$ cat config.mk
export PLATFORM = sky130hd
export DESIGN_NAME = interrupt_distributor_regs
export DESIGN_NICKNAME = d
export VERILOG_FILES = /design/src/hdl/idr_pkg.sv /design/src/hdl/idr_ctrl.sv /design/src/hdl/idr_datapath.sv /design/src/hdl/interrupt_distributor_regs.sv
export VERILOG_INCLUDE_DIRS = /design/src /design/src/hdl
export SDC_FILE = /design/constraint.sdc
export NUM_CORES = 2
export LEC_CHECK = 0
export BUFFER_PORTS_ARGS = -buffer_cell sky130_fd_sc_hd__buf_2
export CORE_ASPECT_RATIO = 0.8
export CORE_UTILIZATION = 30
export DETAILED_ROUTE_END_ITERATION = 7
export SLEW_MARGIN = 20
export SYNTH_ARGS = -nofsm -noshare
export SYNTH_HDL_FRONTEND = slang
export SYNTH_SLANG_ARGS = --single-unit
$ cat constraint.sdc
create_clock -name aclk -period 12.15 [get_ports aclk]
set_clock_uncertainty 0.1 [all_clocks]
set_input_delay 0 -clock aclk [delete_from_list [all_inputs] [get_ports aclk]]
set_output_delay 0 -clock aclk [all_outputs]
set_load 0.02 [all_outputs]
$ cat src/hdl/interrupt_distributor_regs_assert.svh
// Assertion macros for the interrupt distributor register bank.
`ifndef INTERRUPT_DISTRIBUTOR_REGS_ASSERT_SVH
`define INTERRUPT_DISTRIBUTOR_REGS_ASSERT_SVH
`ifndef SYNTHESIS
// Checked on every rising edge while out of reset.
`define IDR_ASSERT(label, clk, rst_n, prop) \
    label: assert property (@(posedge clk) disable iff (!rst_n) prop) \
        else $error("interrupt distributor assertion failed");
// Checked on every rising edge, reset included.
`define IDR_ASSERT_ALWAYS(label, clk, prop) \
    label: assert property (@(posedge clk) prop) \
        else $error("interrupt distributor assertion failed");
`else
`define IDR_ASSERT(label, clk, rst_n, prop)
`define IDR_ASSERT_ALWAYS(label, clk, prop)
`endif
`endif

$ cat src/hdl/idr_pkg.sv
// Shared types and constants of the interrupt distributor register bank.
package idr_pkg;

    localparam int NUM_IRQS_DEFAULT = 256;
    localparam int NUM_SGIS         = 16;

    // Identification register fields
    localparam logic [7:0]  IIDR_PRODUCT        = 8'h19;
    localparam logic [11:0] IIDR_IMPLEMENTER    = 12'h43B;
    localparam logic [3:0]  ARCH_REVISION_RESET = 4'd3;

    // SGIs start out enabled and edge triggered (first row only)
    localparam logic [31:0] SGI_ROW_MASK = 32'((64'd1 << NUM_SGIS) - 64'd1);

    // Configuration port
    localparam int          APB_AW            = 3;
    localparam logic [0:0]  REG_ARCH_REVISION = 1'b0;

    typedef enum logic [1:0] {
        STATUS_DONE      = 2'd0,
        STATUS_READ_ONLY = 2'd1,
        STATUS_UNIMPL    = 2'd2,
        STATUS_UNHANDLED = 2'd3
    } status_t;

    typedef enum logic {
        ST_IDLE,
        ST_EXEC
    } ctrl_state_t;

    // Controller to datapath commands
    typedef struct packed {
        logic capture;  // latch the incoming transaction, start priority read
        logic commit;   // update state and load the result register
    } ctrl_cmd_t;

endpackage

$ cat src/hdl/idr_ctrl.sv
// Controller: sequences capture and execute, owns the handshake flags.
module idr_ctrl (
    input  logic              aclk,
    input  logic              aresetn,
    input  logic              s_tvalid,
    output logic              s_tready,
    output logic              m_tvalid,
    input  logic              m_tready,
    output idr_pkg::ctrl_cmd_t cmd
);

    idr_pkg::ctrl_state_t state_reg, state_next;
    logic                 out_valid_reg, out_valid_next;

    // Output decode
    always_comb begin
        s_tready    = (state_reg == idr_pkg::ST_IDLE);
        cmd.capture = s_tvalid && (state_reg == idr_pkg::ST_IDLE);
        cmd.commit  = (state_reg == idr_pkg::ST_EXEC) && (!out_valid_reg || m_tready);
        m_tvalid    = out_valid_reg;
    end

    // Next state
    always_comb begin
        state_next = state_reg;
        case (state_reg)
            idr_pkg::ST_IDLE: begin
                if (cmd.capture) state_next = idr_pkg::ST_EXEC;
            end
            idr_pkg::ST_EXEC: begin
                if (cmd.commit) state_next = idr_pkg::ST_IDLE;
            end
            default: state_next = idr_pkg::ST_IDLE;
        endcase
    end

    // Result register occupancy
    always_comb begin
        out_valid_next = out_valid_reg;
        if (cmd.commit)     out_valid_next = 1'b1;
        else if (m_tready)  out_valid_next = 1'b0;
    end

    always_ff @(posedge aclk) begin
        if (!aresetn) begin
            state_reg     <= idr_pkg::ST_IDLE;
            out_valid_reg <= 1'b0;
        end else begin
            state_reg     <= state_next;
            out_valid_reg <= out_valid_next;
        end
    end

endmodule

$ cat src/hdl/idr_datapath.sv
// Datapath: request register, register map decode, interrupt state and result register.
module idr_datapath #(
    parameter int NUM_IRQS = idr_pkg::NUM_IRQS_DEFAULT
) (
    input  logic               aclk,
    input  logic               aresetn,
    input  idr_pkg::ctrl_cmd_t cmd,
    input  logic [3:0]         arch_revision,
    input  logic [47:0]        s_tdata,
    input  logic [0:0]         s_tuser,
    output logic [95:0]        m_tdata,
    output logic [1:0]         m_tuser
);

    // NUM_IRQS is a multiple of 32: enable and edge state kept as 32-bit rows,
    // priorities as one 32-bit word per four IDs.
    localparam int EN_ROWS = NUM_IRQS / 32;
    localparam int EN_AW   = (EN_ROWS > 1) ? $clog2(EN_ROWS) : 1;
    localparam int PR_ROWS = NUM_IRQS / 4;
    localparam int PR_AW   = $clog2(PR_ROWS);

    typedef enum logic [3:0] {
        RG_CTLR, RG_IIDR, RG_TYPER2, RG_GROUP, RG_SENABLE, RG_CENABLE,
        RG_PENDACT, RG_PRIO, RG_CFG, RG_NONE
    } region_t;

    // Request register
    logic        req_wr_reg;
    logic [13:0] req_word_reg;
    logic [31:0] req_wdata_reg;

    // Interrupt state
    logic [31:0] en_rows_reg  [EN_ROWS];
    logic [31:0] edge_rows_reg[EN_ROWS];
    logic [31:0] prio_mem     [PR_ROWS];
    logic [PR_ROWS-1:0] prio_valid_reg;
    logic [31:0] prio_raw_reg;
    logic        prio_hit_reg;

    // Result register
    logic [31:0]      out_rd_reg, out_ne_reg, out_nd_reg;
    idr_pkg::status_t out_status_reg;

    // Incoming priority row lookup
    logic [13:0]      in_word;
    logic [PR_AW-1:0] in_prow;
    logic             in_prow_ok;

    assign in_word    = s_tdata[15:2];
    assign in_prow    = in_word[PR_AW-1:0];
    assign in_prow_ok = ({1'b0, in_word[7:0]} < 9'(PR_ROWS));

    always_ff @(posedge aclk) begin
        if (cmd.capture) begin
            req_wr_reg    <= s_tuser[0];
            req_word_reg  <= in_word;
            req_wdata_reg <= s_tdata[47:16];
        end
        if (cmd.capture && in_prow_ok) begin
            prio_raw_reg <= prio_mem[in_prow];
        end
    end

    // Region decode on the word index
    region_t region;
    always_comb begin
        if (req_word_reg == 14'h000 || req_word_reg == 14'h001)      region = RG_CTLR;
        else if (req_word_reg == 14'h002)                            region = RG_IIDR;
        else if (req_word_reg == 14'h003)                            region = RG_TYPER2;
        else if (req_word_reg >= 14'h020 && req_word_reg < 14'h040)  region = RG_GROUP;
        else if (req_word_reg >= 14'h040 && req_word_reg < 14'h060)  region = RG_SENABLE;
        else if (req_word_reg >= 14'h060 && req_word_reg < 14'h080)  region = RG_CENABLE;
        else if (req_word_reg >= 14'h080 && req_word_reg < 14'h100)  region = RG_PENDACT;
        else if (req_word_reg >= 14'h100 && req_word_reg < 14'h1FF)  region = RG_PRIO;
        else if (req_word_reg >= 14'h300 && req_word_reg < 14'h340)  region = RG_CFG;
        else                                                         region = RG_NONE;
    end

    // Row selection
    logic [EN_AW-1:0] en_idx, ed_idx;
    logic             en_ok, ed_ok, half;
    logic [PR_AW-1:0] prow;
    logic             prow_ok;
    logic [31:0]      en_row, ed_row;
    logic [15:0]      ed_half;

    assign en_idx  = req_word_reg[EN_AW-1:0];
    assign en_ok   = ({1'b0, req_word_reg[4:0]} < 6'(EN_ROWS));
    assign ed_idx  = req_word_reg[EN_AW:1];
    assign ed_ok   = ({1'b0, req_word_reg[5:1]} < 6'(EN_ROWS));
    assign half    = req_word_reg[0];
    assign prow    = req_word_reg[PR_AW-1:0];
    assign prow_ok = ({1'b0, req_word_reg[7:0]} < 9'(PR_ROWS));
    assign en_row  = en_ok ? en_rows_reg[en_idx] : 32'h0;
    assign ed_row  = ed_ok ? edge_rows_reg[ed_idx] : 32'h0;
    assign ed_half = half ? ed_row[31:16] : ed_row[15:0];

    // Access execution
    logic [31:0]      rd_c, ne_c, nd_c, en_new, ed_new, cfg_rd;
    logic [15:0]      ed_half_new;
    idr_pkg::status_t st_c;
    logic             en_we, ed_we, pr_we;

    always_comb begin
        for (int i = 0; i < 16; i++) begin
            cfg_rd[2*i]     = 1'b0;
            cfg_rd[2*i + 1] = ed_half[i];
            ed_half_new[i]  = req_wdata_reg[2*i + 1];
        end
    end

    always_comb begin
        rd_c   = 32'h0;
        ne_c   = 32'h0;
        nd_c   = 32'h0;
        st_c   = idr_pkg::STATUS_DONE;
        en_we  = 1'b0;
        ed_we  = 1'b0;
        pr_we  = 1'b0;
        en_new = en_row;
        ed_new = half ? {ed_half_new, ed_row[15:0]} : {ed_row[31:16], ed_half_new};
        case (region)
            RG_CTLR: begin
                if (req_wr_reg) st_c = idr_pkg::STATUS_READ_ONLY;
            end
            RG_IIDR: begin
                if (req_wr_reg) st_c = idr_pkg::STATUS_READ_ONLY;
                else rd_c = {idr_pkg::IIDR_PRODUCT, 8'h00, arch_revision,
                             idr_pkg::IIDR_IMPLEMENTER};
            end
            RG_TYPER2: begin
                if (req_wr_reg) st_c = idr_pkg::STATUS_UNHANDLED;
            end
            RG_GROUP: begin
                // group bits are never written and stay zero
                if (req_wr_reg) st_c = idr_pkg::STATUS_READ_ONLY;
            end
            RG_SENABLE: begin
                if (req_wr_reg) begin
                    ne_c   = en_ok ? (req_wdata_reg & ~en_row) : 32'h0;
                    en_new = en_row | req_wdata_reg;
                    en_we  = en_ok;
                end else begin
                    rd_c = en_row;
                end
            end
            RG_CENABLE: begin
                if (req_wr_reg) begin
                    nd_c   = req_wdata_reg & en_row;
                    en_new = en_row & ~req_wdata_reg;
                    en_we  = en_ok;
                end else begin
                    rd_c = en_row;
                end
            end
            RG_PENDACT: begin
                if (req_wr_reg) st_c = idr_pkg::STATUS_UNIMPL;
            end
            RG_PRIO: begin
                if (req_wr_reg) pr_we = prow_ok;
                else if (prio_hit_reg) rd_c = prio_raw_reg;
            end
            RG_CFG: begin
                if (req_wr_reg) ed_we = ed_ok;
                else rd_c = cfg_rd;
            end
            RG_NONE: begin
                st_c = idr_pkg::STATUS_UNHANDLED;
            end
            default: begin
                st_c = idr_pkg::STATUS_UNHANDLED;
            end
        endcase
        if (req_wr_reg) rd_c = 32'h0;
    end

    // Enable and edge rows, priority valid bits
    always_ff @(posedge aclk) begin
        if (!aresetn) begin
            for (int r = 0; r < EN_ROWS; r++) begin
                en_rows_reg[r]   <= (r == 0) ? idr_pkg::SGI_ROW_MASK : 32'h0;
                edge_rows_reg[r] <= (r == 0) ? idr_pkg::SGI_ROW_MASK : 32'h0;
            end
            prio_valid_reg <= '0;
            prio_hit_reg   <= 1'b0;
        end else begin
            if (cmd.commit && en_we) en_rows_reg[en_idx]   <= en_new;
            if (cmd.commit && ed_we) edge_rows_reg[ed_idx] <= ed_new;
            if (cmd.commit && pr_we) prio_valid_reg[prow]  <= 1'b1;
            if (cmd.capture) prio_hit_reg <= in_prow_ok && prio_valid_reg[in_prow];
        end
    end

    // Priority memory write port
    always_ff @(posedge aclk) begin
        if (cmd.commit && pr_we) prio_mem[prow] <= req_wdata_reg;
    end

    // Result register
    always_ff @(posedge aclk) begin
        if (cmd.commit) begin
            out_rd_reg     <= rd_c;
            out_ne_reg     <= ne_c;
            out_nd_reg     <= nd_c;
            out_status_reg <= st_c;
        end
    end

    assign m_tdata = {out_nd_reg, out_ne_reg, out_rd_reg};
    assign m_tuser = out_status_reg;

endmodule

$ cat src/hdl/interrupt_distributor_regs.sv
// An accepted transaction executes in the execute state; its result is loaded into the
// result register when it is free; a waiting result delays execution until it is taken.
// No new transaction is accepted before the current one has executed: capture registers
// the request and the priority memory read, and the execute state follows.
// A waiting result does not block the next acceptance; only execution waits for it.
// Reset (aresetn, synchronous, active low) restores enables, edge bits,
// priority valid bits and the revision register at once; no clearing pass.
`include "interrupt_distributor_regs_assert.svh"
module interrupt_distributor_regs #(
    parameter int NUM_IRQS = idr_pkg::NUM_IRQS_DEFAULT
) (
    input  logic                       aclk,
    input  logic                       aresetn,
    input  logic                       s_tvalid,
    output logic                       s_tready,
    input  logic [47:0]                s_tdata,   // byte_offset[15:0], write_data[47:16]
    input  logic [0:0]                 s_tuser,   // kind[0]
    output logic                       m_tvalid,
    input  logic                       m_tready,
    output logic [95:0]                m_tdata,   // read_data[31:0], newly_enabled[63:32],
                                                  // newly_disabled[95:64]
    output logic [1:0]                 m_tuser,   // status[1:0]
    input  logic                       psel,
    input  logic                       penable,
    input  logic                       pwrite,
    input  logic [idr_pkg::APB_AW-1:0] paddr,
    input  logic [31:0]                pwdata,
    output logic [31:0]                prdata,
    output logic                       pready
);

    idr_pkg::ctrl_cmd_t cmd;
    logic [3:0]         arch_rev_reg;
    logic               cfg_wr;

    // Configuration register
    assign pready = 1'b1;
    assign cfg_wr = psel && penable && pwrite && pready &&
                    (paddr[2] == idr_pkg::REG_ARCH_REVISION);

    always_ff @(posedge aclk) begin
        if (!aresetn) begin
            arch_rev_reg <= idr_pkg::ARCH_REVISION_RESET;
        end else if (cfg_wr) begin
            arch_rev_reg <= pwdata[3:0];
        end
    end

    assign prdata = (paddr[2] == idr_pkg::REG_ARCH_REVISION) ? {28'h0, arch_rev_reg} : 32'h0;

    idr_ctrl u_ctrl (
        .aclk     (aclk),
        .aresetn  (aresetn),
        .s_tvalid (s_tvalid),
        .s_tready (s_tready),
        .m_tvalid (m_tvalid),
        .m_tready (m_tready),
        .cmd      (cmd)
    );

    idr_datapath #(
        .NUM_IRQS (NUM_IRQS)
    ) u_datapath (
        .aclk          (aclk),
        .aresetn       (aresetn),
        .cmd           (cmd),
        .arch_revision (arch_rev_reg),
        .s_tdata       (s_tdata),
        .s_tuser       (s_tuser),
        .m_tdata       (m_tdata),
        .m_tuser       (m_tuser)
    );

    // An enable word either sets or clears, never both
    `IDR_ASSERT(a_ne_nd_exclusive, aclk, aresetn, m_tvalid |-> (m_tdata[63:32] == 32'h0 || m_tdata[95:64] == 32'h0))
    // Ignored or failed accesses report no enable changes
    `IDR_ASSERT(a_status_no_change, aclk, aresetn, (m_tvalid && m_tuser != idr_pkg::STATUS_DONE) |-> (m_tdata[95:32] == 64'h0))
    // After an acceptance the block executes before taking another transaction
    `IDR_ASSERT(a_one_in_flight, aclk, aresetn, (s_tvalid && s_tready) |=> !s_tready)
    // Execution never overwrites a result that is still waiting
    `IDR_ASSERT_ALWAYS(a_no_overwrite, aclk, (cmd.commit && m_tvalid) |-> m_tready)

endmodule
**Word-level counts from Yosys, hierarchy flattened**

Memories as Yosys holds them, arrays and structs flattened. A register that Yosys moved wholly into a read port is not among the register bits.
Cells that the tools add are included.

- Order comparisons: 19
- Equal/unequal tests: 11
- Muxes and demuxes: 55
- Bitwise logic cells: 9
- Reduce and logical (&&, ||, !) cells: 30

Operator list:

| kind | count |
|---|---|
| $mux W32 | 8 |
| $pmux W32 S4 | 1 |
| $and A32 B32 Y32 | 3 |
| $not A32 Y32 | 2 |
| $or A64 B64 Y64 | 1 |
| $pmux W32 S2 | 1 |
| $reduce_or A32 Y1 | 2 |
| $mux W4 | 9 |
| $or A32 B32 Y32 | 1 |
| $eq A14 B2 Y1 const B | 2 |
| $ge A14 B7 Y1 const B | 2 |
| $lt A14 B7 Y1 const B | 2 |
| $lt A14 B9 Y1 const B | 2 |
| $mux W1 | 25 |
| $logic_and A1 B1 Y1 | 17 |
| $eq A4 B3 Y1 const B | 4 |
| $lt A8 B7 Y1 const B | 2 |
| $mux W16 | 1 |
| $eq A14 B1 Y1 const B | 1 |
| $ge A14 B10 Y1 const B | 1 |
| $ge A14 B6 Y1 const B | 1 |
| $ge A14 B8 Y1 const B | 1 |
| $ge A14 B9 Y1 const B | 1 |
| $logic_not A14 Y1 | 1 |
| other kinds (24) | 33 |

- Register bits after elaboration: 216
- RAM bits: 2560
- Bits of input ports: 91
- Output and inout bits: 133
- Word-level logic and storage cells: 139
- Memories kept: 3

Memory list:

| memory | words | width | rd ports | clocked after memory_dff | write ports | line | text |
|---|---|---|---|---|---|---|---|
| u_datapath.prio_mem | 64 | 32 | 1 | 1 | 1 | idr_datapath.sv:35 | `logic [31:0] prio_mem [PR_ROWS];` |
| u_datapath.edge_rows_reg | 8 | 32 | 1 | 1 | 8 | idr_datapath.sv:34 | `logic [31:0] edge_rows_reg[EN_ROWS];` |
| u_datapath.en_rows_reg | 8 | 32 | 1 | 1 | 8 | idr_datapath.sv:33 | `logic [31:0] en_rows_reg [EN_ROWS];` |

**Logic depth before layout (Yosys ltp)**

- Word-level depth: 20
- Depth in mapped cells: 10
- Depth with buffers taken out: 5

**Hierarchy**

From an unflattened synthesis, not the netlist that was laid out.

- Cells, all modules: 5571
- Area total of the unflattened synthesis: 109445.0 µm²

Modules (own cells, without submodules):

| module | times used | cells an instance | area an instance (µm²) | seq. area each (µm²) |
|---|---|---|---|---|
| idr_datapath | 1 | 5508 | 108893.2 | 83570.2 |
| interrupt_distributor_regs | 1 | 53 | 441.7 | 80.1 |
| idr_ctrl | 1 | 10 | 110.1 | 40.0 |

**Least setup slack after synthesis**

No wires, ideal clock.

- Kind: register to register
- Start point: reg u_ctrl.out_valid_reg (netlist: u_ctrl.m_tvalid)
- End point: mem u_datapath.prio_mem[14][0] (enable)
- Library setup time: 0.461 ns
- Data arrival time: 6.183 ns
- Required time: 11.589 ns
- Setup slack: 5.405 ns
- Stages on the path, launching flop included: 9
- Buffers on the path: 3
- Clock period less this slack: 6.745 ns
- Path through: dfxtp_1 > nand2b_1 > and2_1 > and3_1 > buf_1 > nand4_1 > buf_2 > buf_2 > nor3_1

RTL lines:

| what | line | text |
|---|---|---|
| from (decl) | idr_ctrl.sv:13 | `logic out_valid_reg, out_valid_next;` |
| from (signal assigned) | idr_ctrl.sv:50 | `out_valid_reg <= out_valid_next;` |
| to (decl) | idr_datapath.sv:35 |  |

**Final worst setup path**

- Start point: reg u_datapath.req_word_reg[2]
- End point: mem u_datapath.prio_mem[34][22] (enable)

- Longest elaborated chain between the ends: 16
- Elaborated cells between the ends (all ways): 39
- Classes of those cells: order compare (13); eq/ne (4); mux (13); reduce/logical (9)

RTL lines:

| what | line | text |
|---|---|---|
| from (decl) | idr_datapath.sv:29 | `logic [13:0] req_word_reg;` |
| from (signal assigned) | idr_datapath.sv:56 | `req_word_reg <= in_word;` |
| $ge A14 B10 Y1 / $lt A14 B10 Y1 (equally long branches) | idr_datapath.sv:75 | `else if (req_word_reg >= 14'h300 && req_word_reg < 14'h340) region = RG_CFG;` |
| $logic_and A1 B1 Y1 | idr_datapath.sv:75 |  |
| $mux W1 | idr_datapath.sv:75 |  |
| $mux W4 | idr_datapath.sv:74 | `else if (req_word_reg >= 14'h100 && req_word_reg < 14'h1FF) region = RG_PRIO;` |
| $mux W4 | idr_datapath.sv:73 | `else if (req_word_reg >= 14'h080 && req_word_reg < 14'h100) region = RG_PENDACT;` |
| $mux W4 | idr_datapath.sv:72 | `else if (req_word_reg >= 14'h060 && req_word_reg < 14'h080) region = RG_CENABLE;` |
| $mux W4 | idr_datapath.sv:71 | `else if (req_word_reg >= 14'h040 && req_word_reg < 14'h060) region = RG_SENABLE;` |
| $mux W4 | idr_datapath.sv:70 | `else if (req_word_reg >= 14'h020 && req_word_reg < 14'h040) region = RG_GROUP;` |
| $mux W4 | idr_datapath.sv:69 | `else if (req_word_reg == 14'h003) region = RG_TYPER2;` |
| $mux W4 | idr_datapath.sv:68 | `else if (req_word_reg == 14'h002) region = RG_IIDR;` |
| $mux W4 | idr_datapath.sv:67 | `if (req_word_reg == 14'h000 \|\| req_word_reg == 14'h001) region = RG_CTLR;` |
| $eq A4 B3 Y1 | idr_datapath.sv:122 | `case (region)` |
| $mux W1 | idr_datapath.sv:122 |  |
| $logic_and A1 B1 Y1 | idr_datapath.sv:196 | `if (cmd.commit && pr_we) prio_mem[prow] <= req_wdata_reg;` |
| $mux W1 | idr_datapath.sv:196 |  |
| $mux W1 (implied by the code) | idr_datapath.sv:196 |  |

Parallel ways exist; a longest one is shown, timed or not.

==> flow_metrics.py <==
metrics = {
    "logic_synthesis": {
        "syn_avg_cell_area_um2": 20.5,
        "synth_cell_types": 57,
        "synth_edf_count": 2737,
        "yosys_warnings": 0,
        "netlist.area_leader.share": 0.746,
        "syn_inst": 5371,
        "synth_flop_cell": "edfxtp_1",
        "ys_seq_area_frac": 0.759,
        "yosysTopAreaCell": "edfxtp_1",
        "synth_area_um2": 110000,
        "synth_area_leaders": "edfxtp_1 75%, mux4_2 16%, nor2_1 2.0%",
        "async_flop_share": 0,
        "synth-seq-cells": 2812,
    },
    "sta": {
        "fin_crit_sh": 0.383,
        "finalSetupTns_ns": 0,
        "hold_viol_final": 0,
        "tightestPinTransition_ns": 1.21,
        "maxSlewViolCount": 0,
        "setup_violations": 0,
        "fmax_mhz": 215,
        "min_period_ns": 4.66,
        "rsz0062_at_grt": "no",
        "maxSlewHeadroom": 0.192,
    },
    "worst_hold_path": {
        "min_path_type": "in -> reg",
    },
    "cts": {
        "cts_root_buf": "clkbuf_16",
        "clk_pin_slew_ns": 0.06,
        "cts_sinks": 2812,
        "clock_latency_ns": 0.85,
        "post_cts_resize_count": 0,
        "post-cts-setup-buffers": 0,
        "h-tree-depth": 5,
        "cts_buffers": 285,
        "cts_tree": "done",
        "cts.path.max_buffers": 4,
    },
    "run": {
        "drv_cap": 0,
    },
    "die": {
        "die_area_um2": 370000,
        "die_y_um": 544,
        "start_util": 0.302,
        "num_rows": 198,
        "fp.dieW_um": 680,
        "core_area_um2": 365000,
        "io_pins": 224,
    },
    "setup_path": {
        "critPathLaunchType": "flop",
        "end_kind": "flop",
        "worst-path-max-fanout": 37,
        "worst_ep_required_time_ns": 12.54,
        "path_class": "reg -> reg",
        "arrival_ns": 5.05,
    },
    "detailed_routing": {
        "wl_per_cell_um": 28.2,
        "dr.pass1.iters": 6,
        "wl_mm": 308,
        "vias_per_cell": 5.24,
        "vias": 57264,
        "drc": 0,
        "ant_nets": 0,
        "drtIter0Drc": 7852,
    },
    "placement": {
        "placed_cell_area_um2": 118000,
        "io_buffers": 162,
        "dp_hpwl_mm": 166,
        "dp_cells": 10306,
        "gp_congestion": 0.849,
    },
    "power_and_ir_drop": {
        "leakage_nw": 39.9,
        "vdd_drop_max_mv": 0.129,
        "powerDensity_nw_per_um2": 160,
    },
    "layout": {
        "drive_gt1_frac": 0.274,
        "largest_register_ffs": 2048,
        "nNetsFinal": 5896,
        "final_common_cell": "edfxtp_1",
        "finalNonFillerCells": 10935,
        "area_delta_synth_final_pct": 16.0,
        "stdcell_area_um2": 128000,
        "postLayoutCoreUtil": 0.351,
        "layout_common_cells": "2,737 x edfxtp_1, 783 x mux4_2, 546 x nor2_1",
    },
    "grt": {
        "gr-total-overflow": 0,
        "grt_pass1_wl_mm": 429,
        "grt_pass1_vias": 57027,
        "track_usage": 0.162,
        "grt_max_degree": 124,
        "antenna_found_initial": 19,
    },
    "run_status": {
        "status": "finished clean",
    },
}
-- worst max-delay path, cell delays in order (launching register included) --
cell and delay, ns:
edfxtp_1 0.60, nand2_1 0.91, nor2_1 0.27, a31oi_4 0.31
buf_4 0.44, nand4_2 0.13, buf_4 0.30, nor2_4 0.74
buf_4 0.47
-- cell families after synthesis --
kind of cell,count (synthesis),synth area share
and+or+nand+nor,1044,0.0404
DFF,2812,0.759
muxes,893,0.170
AOI/OAI and AO/OA,248,0.0157
buffers and inverters,372,0.0144
other,2,0.0000681
-- per-layer routing --
metal,vias to the layer above,track usage,wire [um]
met2,3219,0.246,138000
met1,30653,0.229,126000
met4,4,0.0539,10500
met5,-,0.00193,97
li1,22859,-,-
met3,529,0.0384,33500
-- synth_stat cells, types with 6 or more instances --
library cell / number
mux2i_1: 88
a211oi_1: 16
nand2_1: 247
mux4_2: 783
or3_1: 6
o22ai_1: 10
o21ai_0: 46
nand4_1: 24
a311oi_1: 17
inv_1: 9
o2bb2ai_1: 14
nor2b_1: 12
buf_4: 34
dfxtp_1: 75
buf_2: 44
edfxtp_1: 2737
a21oi_1: 33
and3_1: 37
mux2_2: 22
clkbuf_1: 198
nor3_1: 37
nor2_1: 594
a22oi_1: 68
buf_1: 83
nor3b_1: 34
nand3_1: 20
o31ai_1: 25
-- power by group --
group          internal, mW  switching (mW)
combinational         0.429           0.772
clock                  4.80            3.62
sequential             10.7          0.0669
total                  16.0            4.46
-- through the flow --
stage                     setup slack, ns  hold WS [ns]  total power, mW
after floorplan                      5.41       -0.0219             11.7
after global placement               7.49        0.0802             12.2
after detailed placement             7.50        0.0781             12.2
after CTS                            7.60        0.0446             20.6
after global routing                 7.43         0.115             21.0
final                                7.49         0.110             20.4
-- layout make-up --
class,count,area [um2]
repair buffers,480,3620
inverters,12,45.0
diodes,17,42.5
clock inverters,140,1120
well taps,4900,6130
multi-input cells,2214,25600
fillers,33753,237000
clock buffers,360,7680
flip-flops and latches,2812,83700
-- timing repair --
action / in CTS / in global routing
endpoints found under the hold margin: 182 / 0
hold buffers: 112 / 0
endpoints found under the setup margin: 0 / 0
-- worst paths after layout --
path,from,end,slack (ns),depth (start not counted)
setup / recovery,u_datapath.req_word_reg[2]$_DFFE_PP_,u_datapath.prio_mem[34][22]$_DFFE_PP_,7.49,8
hold / removal,s_tdata[3],u_datapath.prio_raw_reg[17]$_DFFE_PP_,0.11,4
setup reg to reg,u_datapath.req_word_reg[2]$_DFFE_PP_,u_datapath.prio_mem[34][22]$_DFFE_PP_,7.49,8
hold reg to reg,u_datapath.prio_valid_reg[22]$_SDFFE_PN0P_,u_datapath.prio_valid_reg[22]$_SDFFE_PN0P_,0.35,2
No activity file was read; power rests on OpenSTA's default activity.
